$ cat config.mk
export PLATFORM = sky130hd
export DESIGN_NAME = mag_stripe_track_deframer_flat
export DESIGN_NICKNAME = d
export VERILOG_FILES = /design/src/design/msd_pkg.sv /design/src/design/msd_if.sv /design/src/design/mag_stripe_track_deframer.sv /design/src/design/msd_regs.sv /design/src/design/msd_ctrl.sv /design/src/design/msd_dp.sv /design/src/flat_wrapper.sv
export VERILOG_INCLUDE_DIRS = /design/src /design/src/design
export SDC_FILE = /design/constraint.sdc
export NUM_CORES = 1
export LEC_CHECK = 0
export ABC_AREA = 1
export BUFFER_PORTS_ARGS = -buffer_cell sky130_fd_sc_hd__buf_2
export CORE_ASPECT_RATIO = 1.5
export CORE_MARGIN = 8
export CORE_UTILIZATION = 59
export CTS_BUF_LIST = sky130_fd_sc_hd__clkbuf_4 sky130_fd_sc_hd__clkbuf_8 sky130_fd_sc_hd__clkbuf_16
export DETAILED_ROUTE_END_ITERATION = 8
export PLACE_DENSITY = 0.8
export SLEW_MARGIN = 30
export SYNTH_ARGS = -nofsm -noshare
export SYNTH_HDL_FRONTEND = slang
export SYNTH_SLANG_ARGS = --single-unit
$ cat constraint.sdc
create_clock -name clk -period 2.85 [get_ports clk]
set_input_delay 0.4275 -clock clk [delete_from_list [all_inputs] [get_ports clk]]
set_output_delay 0.4275 -clock clk [all_outputs]
set_load 0.05 [all_outputs]
$ cat src/design/mag_stripe_track_deframer_macros.svh
// Assertion helpers shared by the deframer modules.
// Both expect clk and rst_n in the enclosing scope.
`ifndef MAG_STRIPE_TRACK_DEFRAMER_MACROS_SVH
`define MAG_STRIPE_TRACK_DEFRAMER_MACROS_SVH

`ifndef SYNTH
`define MSD_ASSERT(lbl, prop, msg) \
    lbl: assert property (@(posedge clk) disable iff (!rst_n) (prop)) else $error(msg);
`define MSD_ASSERT_NEXT(lbl, ante, cons, msg) \
    lbl: assert property (@(posedge clk) disable iff (!rst_n) (ante) |=> (cons)) \
        else $error(msg);
`else
`define MSD_ASSERT(lbl, prop, msg)
`define MSD_ASSERT_NEXT(lbl, ante, cons, msg)
`endif

`endif

$ cat src/design/msd_pkg.sv
package msd_pkg;

    // request command codes
    localparam logic [1:0] CMD_CLOCK = 2'd0;
    localparam logic [1:0] CMD_READ  = 2'd1;
    localparam logic [1:0] CMD_RESET = 2'd2;

    // configuration port
    localparam int APB_AW = 3;
    localparam int APB_DW = 32;
    localparam logic [APB_AW-1:0] ADDR_START = 3'd0;
    localparam logic [APB_AW-1:0] ADDR_END   = 3'd4;

    localparam logic [4:0] START_SENTINEL_RST = 5'd11;
    localparam logic [3:0] END_SENTINEL_RST   = 4'd15;

    typedef struct packed {
        logic load;
        logic exec;
    } ctrl_cmd_t;

endpackage

$ cat src/design/msd_if.sv
interface msd_in_if;
    import msd_pkg::*;

    logic       valid;
    logic       ready;
    logic [1:0] command;
    logic       data_line;
    logic       enable_line;

    modport source (output valid, command, data_line, enable_line, input ready);
    modport sink   (input valid, command, data_line, enable_line, output ready);
endinterface

interface msd_out_if;
    import msd_pkg::*;

    logic       valid;
    logic       ready;
    logic [3:0] character;
    logic       character_valid;
    logic       track_loaded;
    logic [5:0] stored_count;

    modport source (output valid, character, character_valid, track_loaded, stored_count,
                    input ready);
    modport sink   (input valid, character, character_valid, track_loaded, stored_count,
                    output ready);
endinterface

$ cat src/design/mag_stripe_track_deframer.sv
// Track-2 style magnetic stripe deframer. Each request on in_ch is one of: a card clock
// falling edge with the raw active-low data and card-present pin levels, a read of the
// next stored character, or a reset. Every request gives exactly one result on out_ch.
// A request is accepted, then in an execute step the framing state is updated and the
// character store is read or written through its registered port, and then the result
// is held until taken; no new request is accepted until the result is taken. The
// character store holds MAX_CHARS entries and is tracked by a fill count, so reset needs
// no clearing pass. Start and end sentinels are set at APB offsets 0 and 4.
module mag_stripe_track_deframer #(
    parameter int MAX_CHARS = 40
) (
    input  logic                          clk,
    input  logic                          rst_n,
    msd_in_if.sink                        in_ch,
    msd_out_if.source                     out_ch,
    input  logic                          psel,
    input  logic                          penable,
    input  logic                          pwrite,
    input  logic [msd_pkg::APB_AW-1:0]    paddr,
    input  logic [msd_pkg::APB_DW-1:0]    pwdata,
    output logic [msd_pkg::APB_DW-1:0]    prdata,
    output logic                          pready
);
    import msd_pkg::*;

    ctrl_cmd_t  cmd;
    logic [4:0] start_sentinel;
    logic [3:0] end_sentinel;

    msd_regs u_regs (
        .clk            (clk),
        .rst_n          (rst_n),
        .psel           (psel),
        .penable        (penable),
        .pwrite         (pwrite),
        .paddr          (paddr),
        .pwdata         (pwdata),
        .prdata         (prdata),
        .pready         (pready),
        .start_sentinel (start_sentinel),
        .end_sentinel   (end_sentinel)
    );

    msd_ctrl u_ctrl (
        .clk       (clk),
        .rst_n     (rst_n),
        .in_valid  (in_ch.valid),
        .in_ready  (in_ch.ready),
        .out_valid (out_ch.valid),
        .out_ready (out_ch.ready),
        .cmd       (cmd)
    );

    msd_dp #(
        .MAX_CHARS (MAX_CHARS)
    ) u_dp (
        .clk             (clk),
        .rst_n           (rst_n),
        .cmd             (cmd),
        .command         (in_ch.command),
        .data_line       (in_ch.data_line),
        .enable_line     (in_ch.enable_line),
        .start_sentinel  (start_sentinel),
        .end_sentinel    (end_sentinel),
        .character       (out_ch.character),
        .character_valid (out_ch.character_valid),
        .track_loaded    (out_ch.track_loaded),
        .stored_count    (out_ch.stored_count)
    );

endmodule

$ cat src/design/msd_regs.sv
module msd_regs (
    input  logic                          clk,
    input  logic                          rst_n,
    input  logic                          psel,
    input  logic                          penable,
    input  logic                          pwrite,
    input  logic [msd_pkg::APB_AW-1:0]    paddr,
    input  logic [msd_pkg::APB_DW-1:0]    pwdata,
    output logic [msd_pkg::APB_DW-1:0]    prdata,
    output logic                          pready,
    output logic [4:0]                    start_sentinel,
    output logic [3:0]                    end_sentinel
);
    import msd_pkg::*;

    logic [4:0] start_reg;
    logic [3:0] end_reg;
    logic       wr_en;

    assign pready = 1'b1;
    assign wr_en  = psel && penable && pwrite;

    always_ff @(posedge clk or negedge rst_n)
    begin
        if (!rst_n)
        begin
            start_reg <= START_SENTINEL_RST;
            end_reg   <= END_SENTINEL_RST;
        end
        else if (wr_en)
        begin
            if (paddr == ADDR_START)
                start_reg <= pwdata[4:0];
            if (paddr == ADDR_END)
                end_reg <= pwdata[3:0];
        end
    end

    always_comb
    begin
        case (paddr)
            ADDR_START: prdata = {{(APB_DW-5){1'b0}}, start_reg};
            ADDR_END:   prdata = {{(APB_DW-4){1'b0}}, end_reg};
            default:    prdata = '0;
        endcase
    end

    assign start_sentinel = start_reg;
    assign end_sentinel   = end_reg;

endmodule

$ cat src/design/msd_ctrl.sv
`include "mag_stripe_track_deframer_macros.svh"

module msd_ctrl (
    input  logic               clk,
    input  logic               rst_n,
    input  logic               in_valid,
    output logic               in_ready,
    output logic               out_valid,
    input  logic               out_ready,
    output msd_pkg::ctrl_cmd_t cmd
);
    import msd_pkg::*;

    typedef enum logic [1:0] {ST_IDLE, ST_EXEC, ST_RESP} state_t;

    state_t state_reg;
    logic   in_ready_reg;
    logic   out_valid_reg;

    always_comb
    begin
        cmd.load = in_valid && in_ready_reg;
        cmd.exec = (state_reg == ST_EXEC);
    end

    always_ff @(posedge clk or negedge rst_n)
    begin
        if (!rst_n)
        begin
            state_reg     <= ST_IDLE;
            in_ready_reg  <= 1'b1;
            out_valid_reg <= 1'b0;
        end
        else
        begin
            case (state_reg)
                ST_IDLE:
                begin
                    if (in_valid)
                    begin
                        state_reg    <= ST_EXEC;
                        in_ready_reg <= 1'b0;
                    end
                end
                ST_EXEC:
                begin
                    state_reg     <= ST_RESP;
                    out_valid_reg <= 1'b1;
                end
                ST_RESP:
                begin
                    if (out_ready)
                    begin
                        state_reg     <= ST_IDLE;
                        out_valid_reg <= 1'b0;
                        in_ready_reg  <= 1'b1;
                    end
                end
                default:
                begin
                    state_reg     <= ST_IDLE;
                    in_ready_reg  <= 1'b1;
                    out_valid_reg <= 1'b0;
                end
            endcase
        end
    end

    assign in_ready  = in_ready_reg;
    assign out_valid = out_valid_reg;

    `MSD_ASSERT(a_no_overlap, !(in_ready_reg && out_valid_reg), "ready and result valid together")
    `MSD_ASSERT_NEXT(a_load_exec, cmd.load, state_reg == ST_EXEC, "accepted request not executed")
    `MSD_ASSERT_NEXT(a_exec_resp, state_reg == ST_EXEC, out_valid_reg, "execute without result")

endmodule

$ cat src/design/msd_dp.sv
`include "mag_stripe_track_deframer_macros.svh"

module msd_dp #(
    parameter int MAX_CHARS = 40
) (
    input  logic               clk,
    input  logic               rst_n,
    input  msd_pkg::ctrl_cmd_t cmd,
    input  logic [1:0]         command,
    input  logic               data_line,
    input  logic               enable_line,
    input  logic [4:0]         start_sentinel,
    input  logic [3:0]         end_sentinel,
    output logic [3:0]         character,
    output logic               character_valid,
    output logic               track_loaded,
    output logic [5:0]         stored_count
);
    import msd_pkg::*;

    localparam int CW = $clog2(MAX_CHARS + 1);
    localparam int AW = $clog2(MAX_CHARS);

    // latched request
    logic [1:0]    item_cmd_reg;
    logic          item_data_reg;
    logic          item_en_reg;

    logic [4:0]    shift_reg,  shift_next;
    logic          found_reg,  found_next;
    logic [2:0]    bi_reg,     bi_next;
    logic [CW-1:0] total_reg,  total_next;
    logic [CW-1:0] rp_reg,     rp_next;
    logic          loaded_reg, loaded_next;
    logic [3:0]    last_reg,   last_next;
    logic          hit_reg,    hit_next;

    logic [3:0]    char_mem [MAX_CHARS];
    logic [3:0]    rd_reg;

    logic          bit_val;
    logic [4:0]    slide;
    logic          we;
    logic          re;
    logic          clear;

    always_ff @(posedge clk)
    begin
        if (cmd.load)
        begin
            item_cmd_reg  <= command;
            item_data_reg <= data_line;
            item_en_reg   <= enable_line;
        end
    end

    // pins are active low
    assign bit_val = ~item_data_reg;
    assign slide   = {bit_val, shift_reg[4:1]};

    always_comb
    begin
        shift_next  = shift_reg;
        found_next  = found_reg;
        bi_next     = bi_reg;
        total_next  = total_reg;
        rp_next     = rp_reg;
        loaded_next = loaded_reg;
        last_next   = last_reg;
        hit_next    = hit_reg;
        we          = 1'b0;
        re          = 1'b0;
        clear       = 1'b0;
        if (cmd.exec)
        begin
            hit_next = 1'b0;
            case (item_cmd_reg)
                CMD_CLOCK:
                begin
                    if (!item_en_reg && !loaded_reg)
                    begin
                        if (!found_reg)
                        begin
                            if (slide == start_sentinel)
                            begin
                                found_next = 1'b1;
                                shift_next = '0;
                            end
                            else
                                shift_next = slide;
                        end
                        else if (!bi_reg[2])
                        begin
                            shift_next[bi_reg[1:0]] = shift_reg[bi_reg[1:0]] | bit_val;
                            bi_next = bi_reg + 3'd1;
                        end
                        else
                        begin
                            // parity bit: store the character, drop it when full
                            shift_next = '0;
                            bi_next    = '0;
                            if (total_reg < CW'(MAX_CHARS))
                            begin
                                we         = 1'b1;
                                last_next  = shift_reg[3:0];
                                total_next = total_reg + CW'(1);
                            end
                            if ((total_next != '0) && (last_next == end_sentinel))
                                loaded_next = 1'b1;
                        end
                    end
                end
                CMD_READ:
                begin
                    if (loaded_reg && (rp_reg < total_reg))
                    begin
                        re       = 1'b1;
                        hit_next = 1'b1;
                        rp_next  = rp_reg + CW'(1);
                    end
                    else
                        clear = 1'b1;
                end
                CMD_RESET:
                    clear = 1'b1;
                default:
                    clear = 1'b0;
            endcase
            if (clear)
            begin
                shift_next  = '0;
                found_next  = 1'b0;
                bi_next     = '0;
                total_next  = '0;
                rp_next     = '0;
                loaded_next = 1'b0;
            end
        end
    end

    always_ff @(posedge clk or negedge rst_n)
    begin
        if (!rst_n)
        begin
            shift_reg  <= '0;
            found_reg  <= 1'b0;
            bi_reg     <= '0;
            total_reg  <= '0;
            rp_reg     <= '0;
            loaded_reg <= 1'b0;
            last_reg   <= '0;
            hit_reg    <= 1'b0;
        end
        else
        begin
            shift_reg  <= shift_next;
            found_reg  <= found_next;
            bi_reg     <= bi_next;
            total_reg  <= total_next;
            rp_reg     <= rp_next;
            loaded_reg <= loaded_next;
            last_reg   <= last_next;
            hit_reg    <= hit_next;
        end
    end

    // entries at or above the fill count are never read
    always_ff @(posedge clk)
    begin
        if (we)
            char_mem[total_reg[AW-1:0]] <= shift_reg[3:0];
        if (re)
            rd_reg <= char_mem[rp_reg[AW-1:0]];
    end

    assign character       = hit_reg ? rd_reg : 4'd0;
    assign character_valid = hit_reg;
    assign track_loaded    = loaded_reg;
    assign stored_count    = 6'(total_reg);

    `MSD_ASSERT(a_rp_le_total, rp_reg <= total_reg, "read pointer past fill count")
    `MSD_ASSERT(a_total_max, total_reg <= CW'(MAX_CHARS), "fill count beyond store depth")
    `MSD_ASSERT(a_loaded_nonempty, !loaded_reg || (total_reg != '0), "loaded with empty store")
    `MSD_ASSERT_NEXT(a_loaded_hold, loaded_reg && !cmd.exec, loaded_reg, "loaded flag dropped idle")

endmodule

$ cat src/flat_wrapper.sv
// flat-port wrapper written by rule: the top's interface ports become plain ports
module mag_stripe_track_deframer_flat import msd_pkg::*;
#(
    parameter int MAX_CHARS = 40
)
  (clk, rst_n, psel, penable, pwrite, paddr, pwdata, prdata, pready, in_ch_valid, in_ch_command, in_ch_data_line, in_ch_enable_line, in_ch_ready, out_ch_valid, out_ch_character, out_ch_character_valid, out_ch_track_loaded, out_ch_stored_count, out_ch_ready);
  msd_in_if in_ch_i ();
  msd_out_if out_ch_i ();
  input  logic clk;
  input  logic rst_n;
  input  logic psel;
  input  logic penable;
  input  logic pwrite;
  input  logic [msd_pkg::APB_AW-1:0] paddr;
  input  logic [msd_pkg::APB_DW-1:0] pwdata;
  output logic [msd_pkg::APB_DW-1:0] prdata;
  output logic pready;
  input wire logic [$bits(in_ch_i.valid)-1:0] in_ch_valid;
  input wire logic [$bits(in_ch_i.command)-1:0] in_ch_command;
  input wire logic [$bits(in_ch_i.data_line)-1:0] in_ch_data_line;
  input wire logic [$bits(in_ch_i.enable_line)-1:0] in_ch_enable_line;
  output wire logic [$bits(in_ch_i.ready)-1:0] in_ch_ready;
  output wire logic [$bits(out_ch_i.valid)-1:0] out_ch_valid;
  output wire logic [$bits(out_ch_i.character)-1:0] out_ch_character;
  output wire logic [$bits(out_ch_i.character_valid)-1:0] out_ch_character_valid;
  output wire logic [$bits(out_ch_i.track_loaded)-1:0] out_ch_track_loaded;
  output wire logic [$bits(out_ch_i.stored_count)-1:0] out_ch_stored_count;
  input wire logic [$bits(out_ch_i.ready)-1:0] out_ch_ready;
  assign in_ch_i.valid = in_ch_valid;
  assign in_ch_i.command = in_ch_command;
  assign in_ch_i.data_line = in_ch_data_line;
  assign in_ch_i.enable_line = in_ch_enable_line;
  assign in_ch_ready = in_ch_i.ready;
  assign out_ch_valid = out_ch_i.valid;
  assign out_ch_character = out_ch_i.character;
  assign out_ch_character_valid = out_ch_i.character_valid;
  assign out_ch_track_loaded = out_ch_i.track_loaded;
  assign out_ch_stored_count = out_ch_i.stored_count;
  assign out_ch_i.ready = out_ch_ready;
  mag_stripe_track_deframer #(.MAX_CHARS(MAX_CHARS)) u_core (.clk(clk), .rst_n(rst_n), .in_ch(in_ch_i), .out_ch(out_ch_i), .psel(psel), .penable(penable), .pwrite(pwrite), .paddr(paddr), .pwdata(pwdata), .prdata(prdata), .pready(pready));
endmodule
# Yosys cells after proc, flatten, opt, wreduce, memory -nomap -nowiden
# Memory sizes are Yosys's and may differ from the RTL's. A register that Yosys moved wholly into a read port is not among the register bits.
# Index checks and enable logic that the tools add are counted.
# op_classes
n_eq_ne,9
addsub,3
order_cmp,4
n_bitwise,4
mux,71
n_reduce_logical,31
# op_table
operator,n
2-to-1 mux 6 bit,14
2-to-1 mux 5 bit,6
2-to-1 mux 1 bit,29
2-to-1 mux 4 bit,7
2-to-1 mux 3 bit,5
nonzero test 2 bit,7
adder 6 x 1 -> 6 bit (second input constant),2
case mux 5 bit (2 select lines),1
AND reduction 5 bit,2
AND reduction 3 bit,3
AND reduction 2 bit,4
logical AND 1 bit,7
< comparator 6 bit,1
< comparator 6 bit (second input constant),1
case mux 1 bit (3 select lines),2
case mux 2 bit (3 select lines),1
AND reduction 6 bit,1
nonzero test 6 bit,1
bitwise mux 5 bit,1
equality test 5 bit,1
equality test 2 x 1 -> 1 bit (second input constant),2
equality test 2 bit (second input constant),2
equality test 4 bit,1
zero test 2 bit,2
other kinds (14),19
# totals
output_inout_bits,47
reg_bits,44
wordCells,139
ramBits,160
memories,1
inputBits,46
# memory_table
memory,words,word_bits,rd,rd_ports_with_merged_regs,write_ports,line_no,text
u_core.u_dp.char_mem,40,4,1,1,1,msd_dp.sv:38,logic [3:0] char_mem [MAX_CHARS];

# Longest topological paths before layout
# depth
depth_word,15
depth_mapped,17
ltp_nobuf,15

# By module
# Synthesis repeated with hierarchy kept, for this count alone.
# unflattened
cells_unflattened,929
hier_area_um2,9808.2
# modules_own_cells
mod,n_inst,seq_area_each_um2,area_each_um2,cells_per_inst
msd_dp,1,5720.5,8892.3,813
msd_regs,1,234.0,747.0,95
msd_ctrl,1,101.3,168.9,21

# Worst setup path after synthesis
# Ideal clock, no wire load.
# synth_path
kind,flip-flop to flip-flop
startpoint,"reg u_core.u_dp.total_reg[2], in the netlist u_core.u_dp.stored_count[2]"
endpoint,"reg u_core.u_dp.loaded_reg, in the netlist u_core.u_dp.track_loaded"
path_stages_with_launch,18
required_ns,2.730
path_slack_ns,0.460
path_buffers,2
period_less_slack_ns,2.390
arrival_ns,2.271
setup_time_ns,0.120
path_cell_list,dfrtp_1 buf_2 inv_1 ha_1 nand2_1 nor2_1 nand2_1 nand2_2 nand2_1 nand2_2 nand2_2 buf_6 o21ai_4 nand2_4 inv_1 nand3_1 nand2_1 nand2_1
# synth_between
elab_chain_len,11
elab_cells_between_ends,29
cone_classes,add/sub (1); order compare (2); eq/ne (1); mux (16); reduce/logical (9)
# synth_lines
element,line_no,text
"start, declared",msd_dp.sv:32,"logic [CW-1:0] total_reg, total_next;"
"start signal, assigned",msd_dp.sv:159,total_reg <= total_next;
adder 6 x 1 -> 6 bit / < comparator 6 bit (equally long branches),"msd_dp.sv:106, msd_dp.sv:102",
2-to-1 mux 6 bit / 2-to-1 mux 4 bit (equally long branches),msd_dp.sv:102,if (total_reg < CW'(MAX_CHARS))
2-to-1 mux 6 bit / 2-to-1 mux 4 bit (equally long branches),msd_dp.sv:92,else if (!bi_reg[2])
2-to-1 mux 6 bit / 2-to-1 mux 4 bit (equally long branches),msd_dp.sv:82,if (!found_reg)
2-to-1 mux 6 bit / 2-to-1 mux 4 bit (equally long branches),msd_dp.sv:80,if (!item_en_reg && !loaded_reg)
2-to-1 mux 6 bit / 2-to-1 mux 4 bit (equally long branches),msd_dp.sv:77,case (item_cmd_reg)
2-to-1 mux 6 bit / 2-to-1 mux 4 bit (equally long branches),msd_dp.sv:74,if (cmd.exec)
nonzero test 6 bit / equality test 4 bit (equally long branches),msd_dp.sv:108,if ((total_next != '0) && (last_next == end_sentinel))
logical AND 1 bit,msd_dp.sv:108,
nonzero test 2 bit (no source line),-,
AND reduction 6 bit (no source line),-,
"end signal, assigned",msd_dp.sv:161,loaded_reg <= loaded_next;
"end, declared",msd_dp.sv:34,"logic loaded_reg, loaded_next;"
# Parallel ways exist; a longest one is shown, timed or not. The select of a mux whose other input is x is not followed.
# A chain may end at the register's enable or synchronous reset.

# Worst setup path in the final report
# layout_path
startpoint,reg u_core.u_dp.item_cmd_reg[0]
endpoint,mem u_core.u_dp.char_mem[20][2] (enable)
# layout_between
elab_chain_len,5
# layout_lines
element,line_no,text
"start, declared",msd_dp.sv:25,logic [1:0] item_cmd_reg;
"start signal, assigned",msd_dp.sv:51,item_cmd_reg <= command;
zero test 2 bit,msd_dp.sv:77,
2-to-1 mux 1 bit,msd_dp.sv:77,
2-to-1 mux 1 bit,msd_dp.sv:74,
2-to-1 mux 1 bit,msd_dp.sv:170,if (we)
2-to-1 mux 1 bit (implied by the code),msd_dp.sv:171,char_mem[total_reg[AW-1:0]] <= shift_reg[3:0];
"end, declared",msd_dp.sv:38,
# No other way between the ends.

==> reports/metrics.csv <==
stage,metric,value,unit
timing,hold_slack,0.109,ns
floorplan,io_pins,93,
grt,grt_usage,0.219,
route,drt_first_iter_violations,541,
timing,hold_viol,0,
clocking,cts-root-buf,clkbuf_16,
flow_run,max-cap-violations,0,
clocking,cts.path.max_buffers,3,
setup_path,criticalPathCategory,register to register,
final_layout,drive_gt1_frac,0.148,
placement,placed_area,9980,um^2
route,drt-vias-per-instance,5.81,
logic_synthesis,synthArstFlopShare,0.192,
timing,drv_slew,0,
logic_synthesis,synth_edf_count,168,
floorplan,die_h,171,um
power,ir_worst_vdd,656,uV
clocking,cts_resized,0,
route,ant_nets,0,
clocking,cts_sinks,208,
setup_path,cp-start-kind,register,
floorplan,dieWidth,119,um
grt,grt_max_degree,66,
setup_path,path_max_fanout,5,
timing,fin_crit,2.59,ns
timing,setup-tns-final,0,ns
timing,finalCritPeriodShare,0.909,
placement,io_buffers,37,
timing,rsz0062_at_grt,false,
route,firstDrtPassIters,5,
route,vias,6815,
clocking,cts_buffers,19,
grt,grt-ovfl-total,0,
final_layout,design_area,10600,um^2
logic_synthesis,syn-mean-instance-area,10.6,um^2
setup_path,end_kind,register,
floorplan,initial_core_util,0.603,
logic_synthesis,netlist_instances,891,
power,p_leak,4.23,nW
clocking,clk_latency,0.49,ns
grt,grt_pass1_vias,6887,
final_layout,diodes,0,
logic_synthesis,ys_ff_latch,208,
route,drt-total-wl,22.6,mm
final_layout,largest_reg_flops,160,
placement,place_hpwl,15.2,mm
setup_path,worstPathArrival,2.73,ns
final_layout,final_nets,1018,
logic_synthesis,netlist_area,9460,um^2
grt,antenna_found_initial,0,
timing,setup_viol,0,
clocking,path_clk_slew,0.07,ns
logic_synthesis,synth_ff_type,edfxtp_1,
timing,fmax,386,MHz
floorplan,core_area,15700,um^2
worst_hold_path,hold_class,input pin to register,
logic_synthesis,synth_warnings,0,
clocking,ctsHtreeMaxLevel,1,
setup_path,required,2.99,ns
final_layout,area_growth,11.6,%
route,wl_per_cell,19.3,um
outcome,status,completed,
clocking,cts_tree,done,
power,power_density,845,nW/um^2
logic_synthesis,ys_seq_area_frac,0.640,
grt,grt_pass1_wl,34.9,mm
logic_synthesis,synth.distinct_cells,39,
placement,gp_congestion,0.885,
floorplan,rows,56,
timing,finClkSkew,0.0136,ns
timing,timing.slew.headroom,0.633,
final_layout,fillers,1144,
route,drc_errors,0,
floorplan,dieArea,20400,um^2
timing,worstMarginPinSlew,0.551,ns
## critical path, cell delays in order (launching register included)
cell and delay [ns]:
edfxtp_1 0.38, inv_1 0.12, ha_1 0.17, inv_1 0.10
nor4_2 0.48, nand2_1 0.20, nor2_2 0.18, nand3_1 0.09
buf_4 0.18, nor2_1 0.33
## cells in the mapped netlist, types with 2 or more instances
master / count / share of area
buf_2: 7 / 0.0037
clkbuf_1: 25 / 0.0099
ha_1: 14 / 0.019
o21ai_0: 106 / 0.056
o21ai_2: 5 / 0.0046
nor3_1: 2 / 0.0011
a21oi_1: 10 / 0.0053
dfrtp_1: 32 / 0.085
o22ai_1: 23 / 0.015
inv_1: 54 / 0.021
nand2_1: 135 / 0.054
nand4_1: 13 / 0.0086
o211ai_1: 5 / 0.0040
conb_1: 2 / 0.00079
xor2_1: 5 / 0.0046
xnor2_1: 3 / 0.0028
nand2_2: 7 / 0.0046
dfstp_2: 8 / 0.022
edfxtp_1: 168 / 0.53
buf_4: 29 / 0.023
nand3_1: 38 / 0.020
o221ai_1: 19 / 0.018
nor2_1: 154 / 0.061
nand3b_1: 2 / 0.0016
inv_2: 4 / 0.0016
o21ai_1: 7 / 0.0037
nor3b_1: 2 / 0.0016
## where the power goes
group	switching, mW	internal [mW]
Sequential	0.156	3.66
Clock	1.04	1.32
Combinational	2.01	0.733
## per-stage QoR
step / power [mW] / setup slack, ns / util / instances
floorplan: 5.74 / 0.460 / - / 917
detailed placement: 6.57 / 0.393 / 0.636 / 1139
global route: 9.30 / 0.102 / 0.673 / 1172
finish: 8.92 / 0.259 / 0.673 / 1172
global placement: 6.50 / 0.435 / 0.636 / 1139
CTS: 8.91 / 0.346 / 0.672 / 1171
## timing repair
action,in CTS,in global routing
setup buffers,0,0
hold endpoints to repair,0,32
hold buffers,0,1
## final timing paths
path | start | to | slack [ns] | depth (start not counted)
setup / recovery | u_core.u_dp.item_cmd_reg[0] | u_core.u_dp.char_mem[20][2] | 0.26 | 9
hold / removal | in_ch_command[0] | u_core.u_dp.item_cmd_reg[0] | 0.11 | 1
setup reg to reg | u_core.u_dp.item_cmd_reg[0] | u_core.u_dp.char_mem[20][2] | 0.26 | 9
hold reg to reg | u_core.u_ctrl.state_reg[0] | u_core.u_ctrl.state_reg[0] | 0.48 | 1
max in group asynchronous | rst_n | u_core.u_dp.rp_reg[0] | 1.99 | 2
min in group asynchronous | rst_n | u_core.u_dp.track_loaded | 0.47 | 2
## cell usage in the layout, fill, tap and decap left out, types with 13 or more instances in the layout
| cell | instances |
|---|---|
| edfxtp_1 | 168 |
| nand4_1 | 13 |
| conb_1 | 28 |
| nor2_1 | 154 |
| nand2_1 | 135 |
| dfrtp_1 | 31 |
| o221ai_1 | 19 |
| buf_4 | 45 |
| o21ai_0 | 106 |
| o22ai_1 | 23 |
| buf_2 | 36 |
| ha_1 | 14 |
| clkbuf_16 | 19 |
| nand3_1 | 38 |
| inv_1 | 54 |
## per-layer routing
metal	track usage	vias to the layer above	routed length, um
met5	0	-	0
met4	0.149	0	1540
met3	0.0304	82	1660
met2	0.416	364	11900
met1	0.217	3186	7500
li1	-	3183	-
## area by class of cell
cell class,count,area (um^2),area share
repair buffers,83,548,0.0519
multi-input cells,587,2910,0.276
well taps,203,254,0.0241
flip-flops and latches,208,6060,0.574
clock inverters,5,25.0,0.00237
clock buffers,27,542,0.0513
inverters,59,221,0.0210
## cell families after synthesis
| kind of cell | after synthesis | share of synthesized area |
|---|---|---|
| AOI/OAI and AO/OA | 178 | 0.110 |
| xor gates and xnor gates | 8 | 0.00740 |
| other | 2 | 0.000794 |
| adders and majority gates | 14 | 0.0185 |
| DFF | 208 | 0.640 |
| buffers and inverters | 122 | 0.0628 |
| and+or+nand+nor | 359 | 0.161 |
Power figures use the tool's default switching activity.
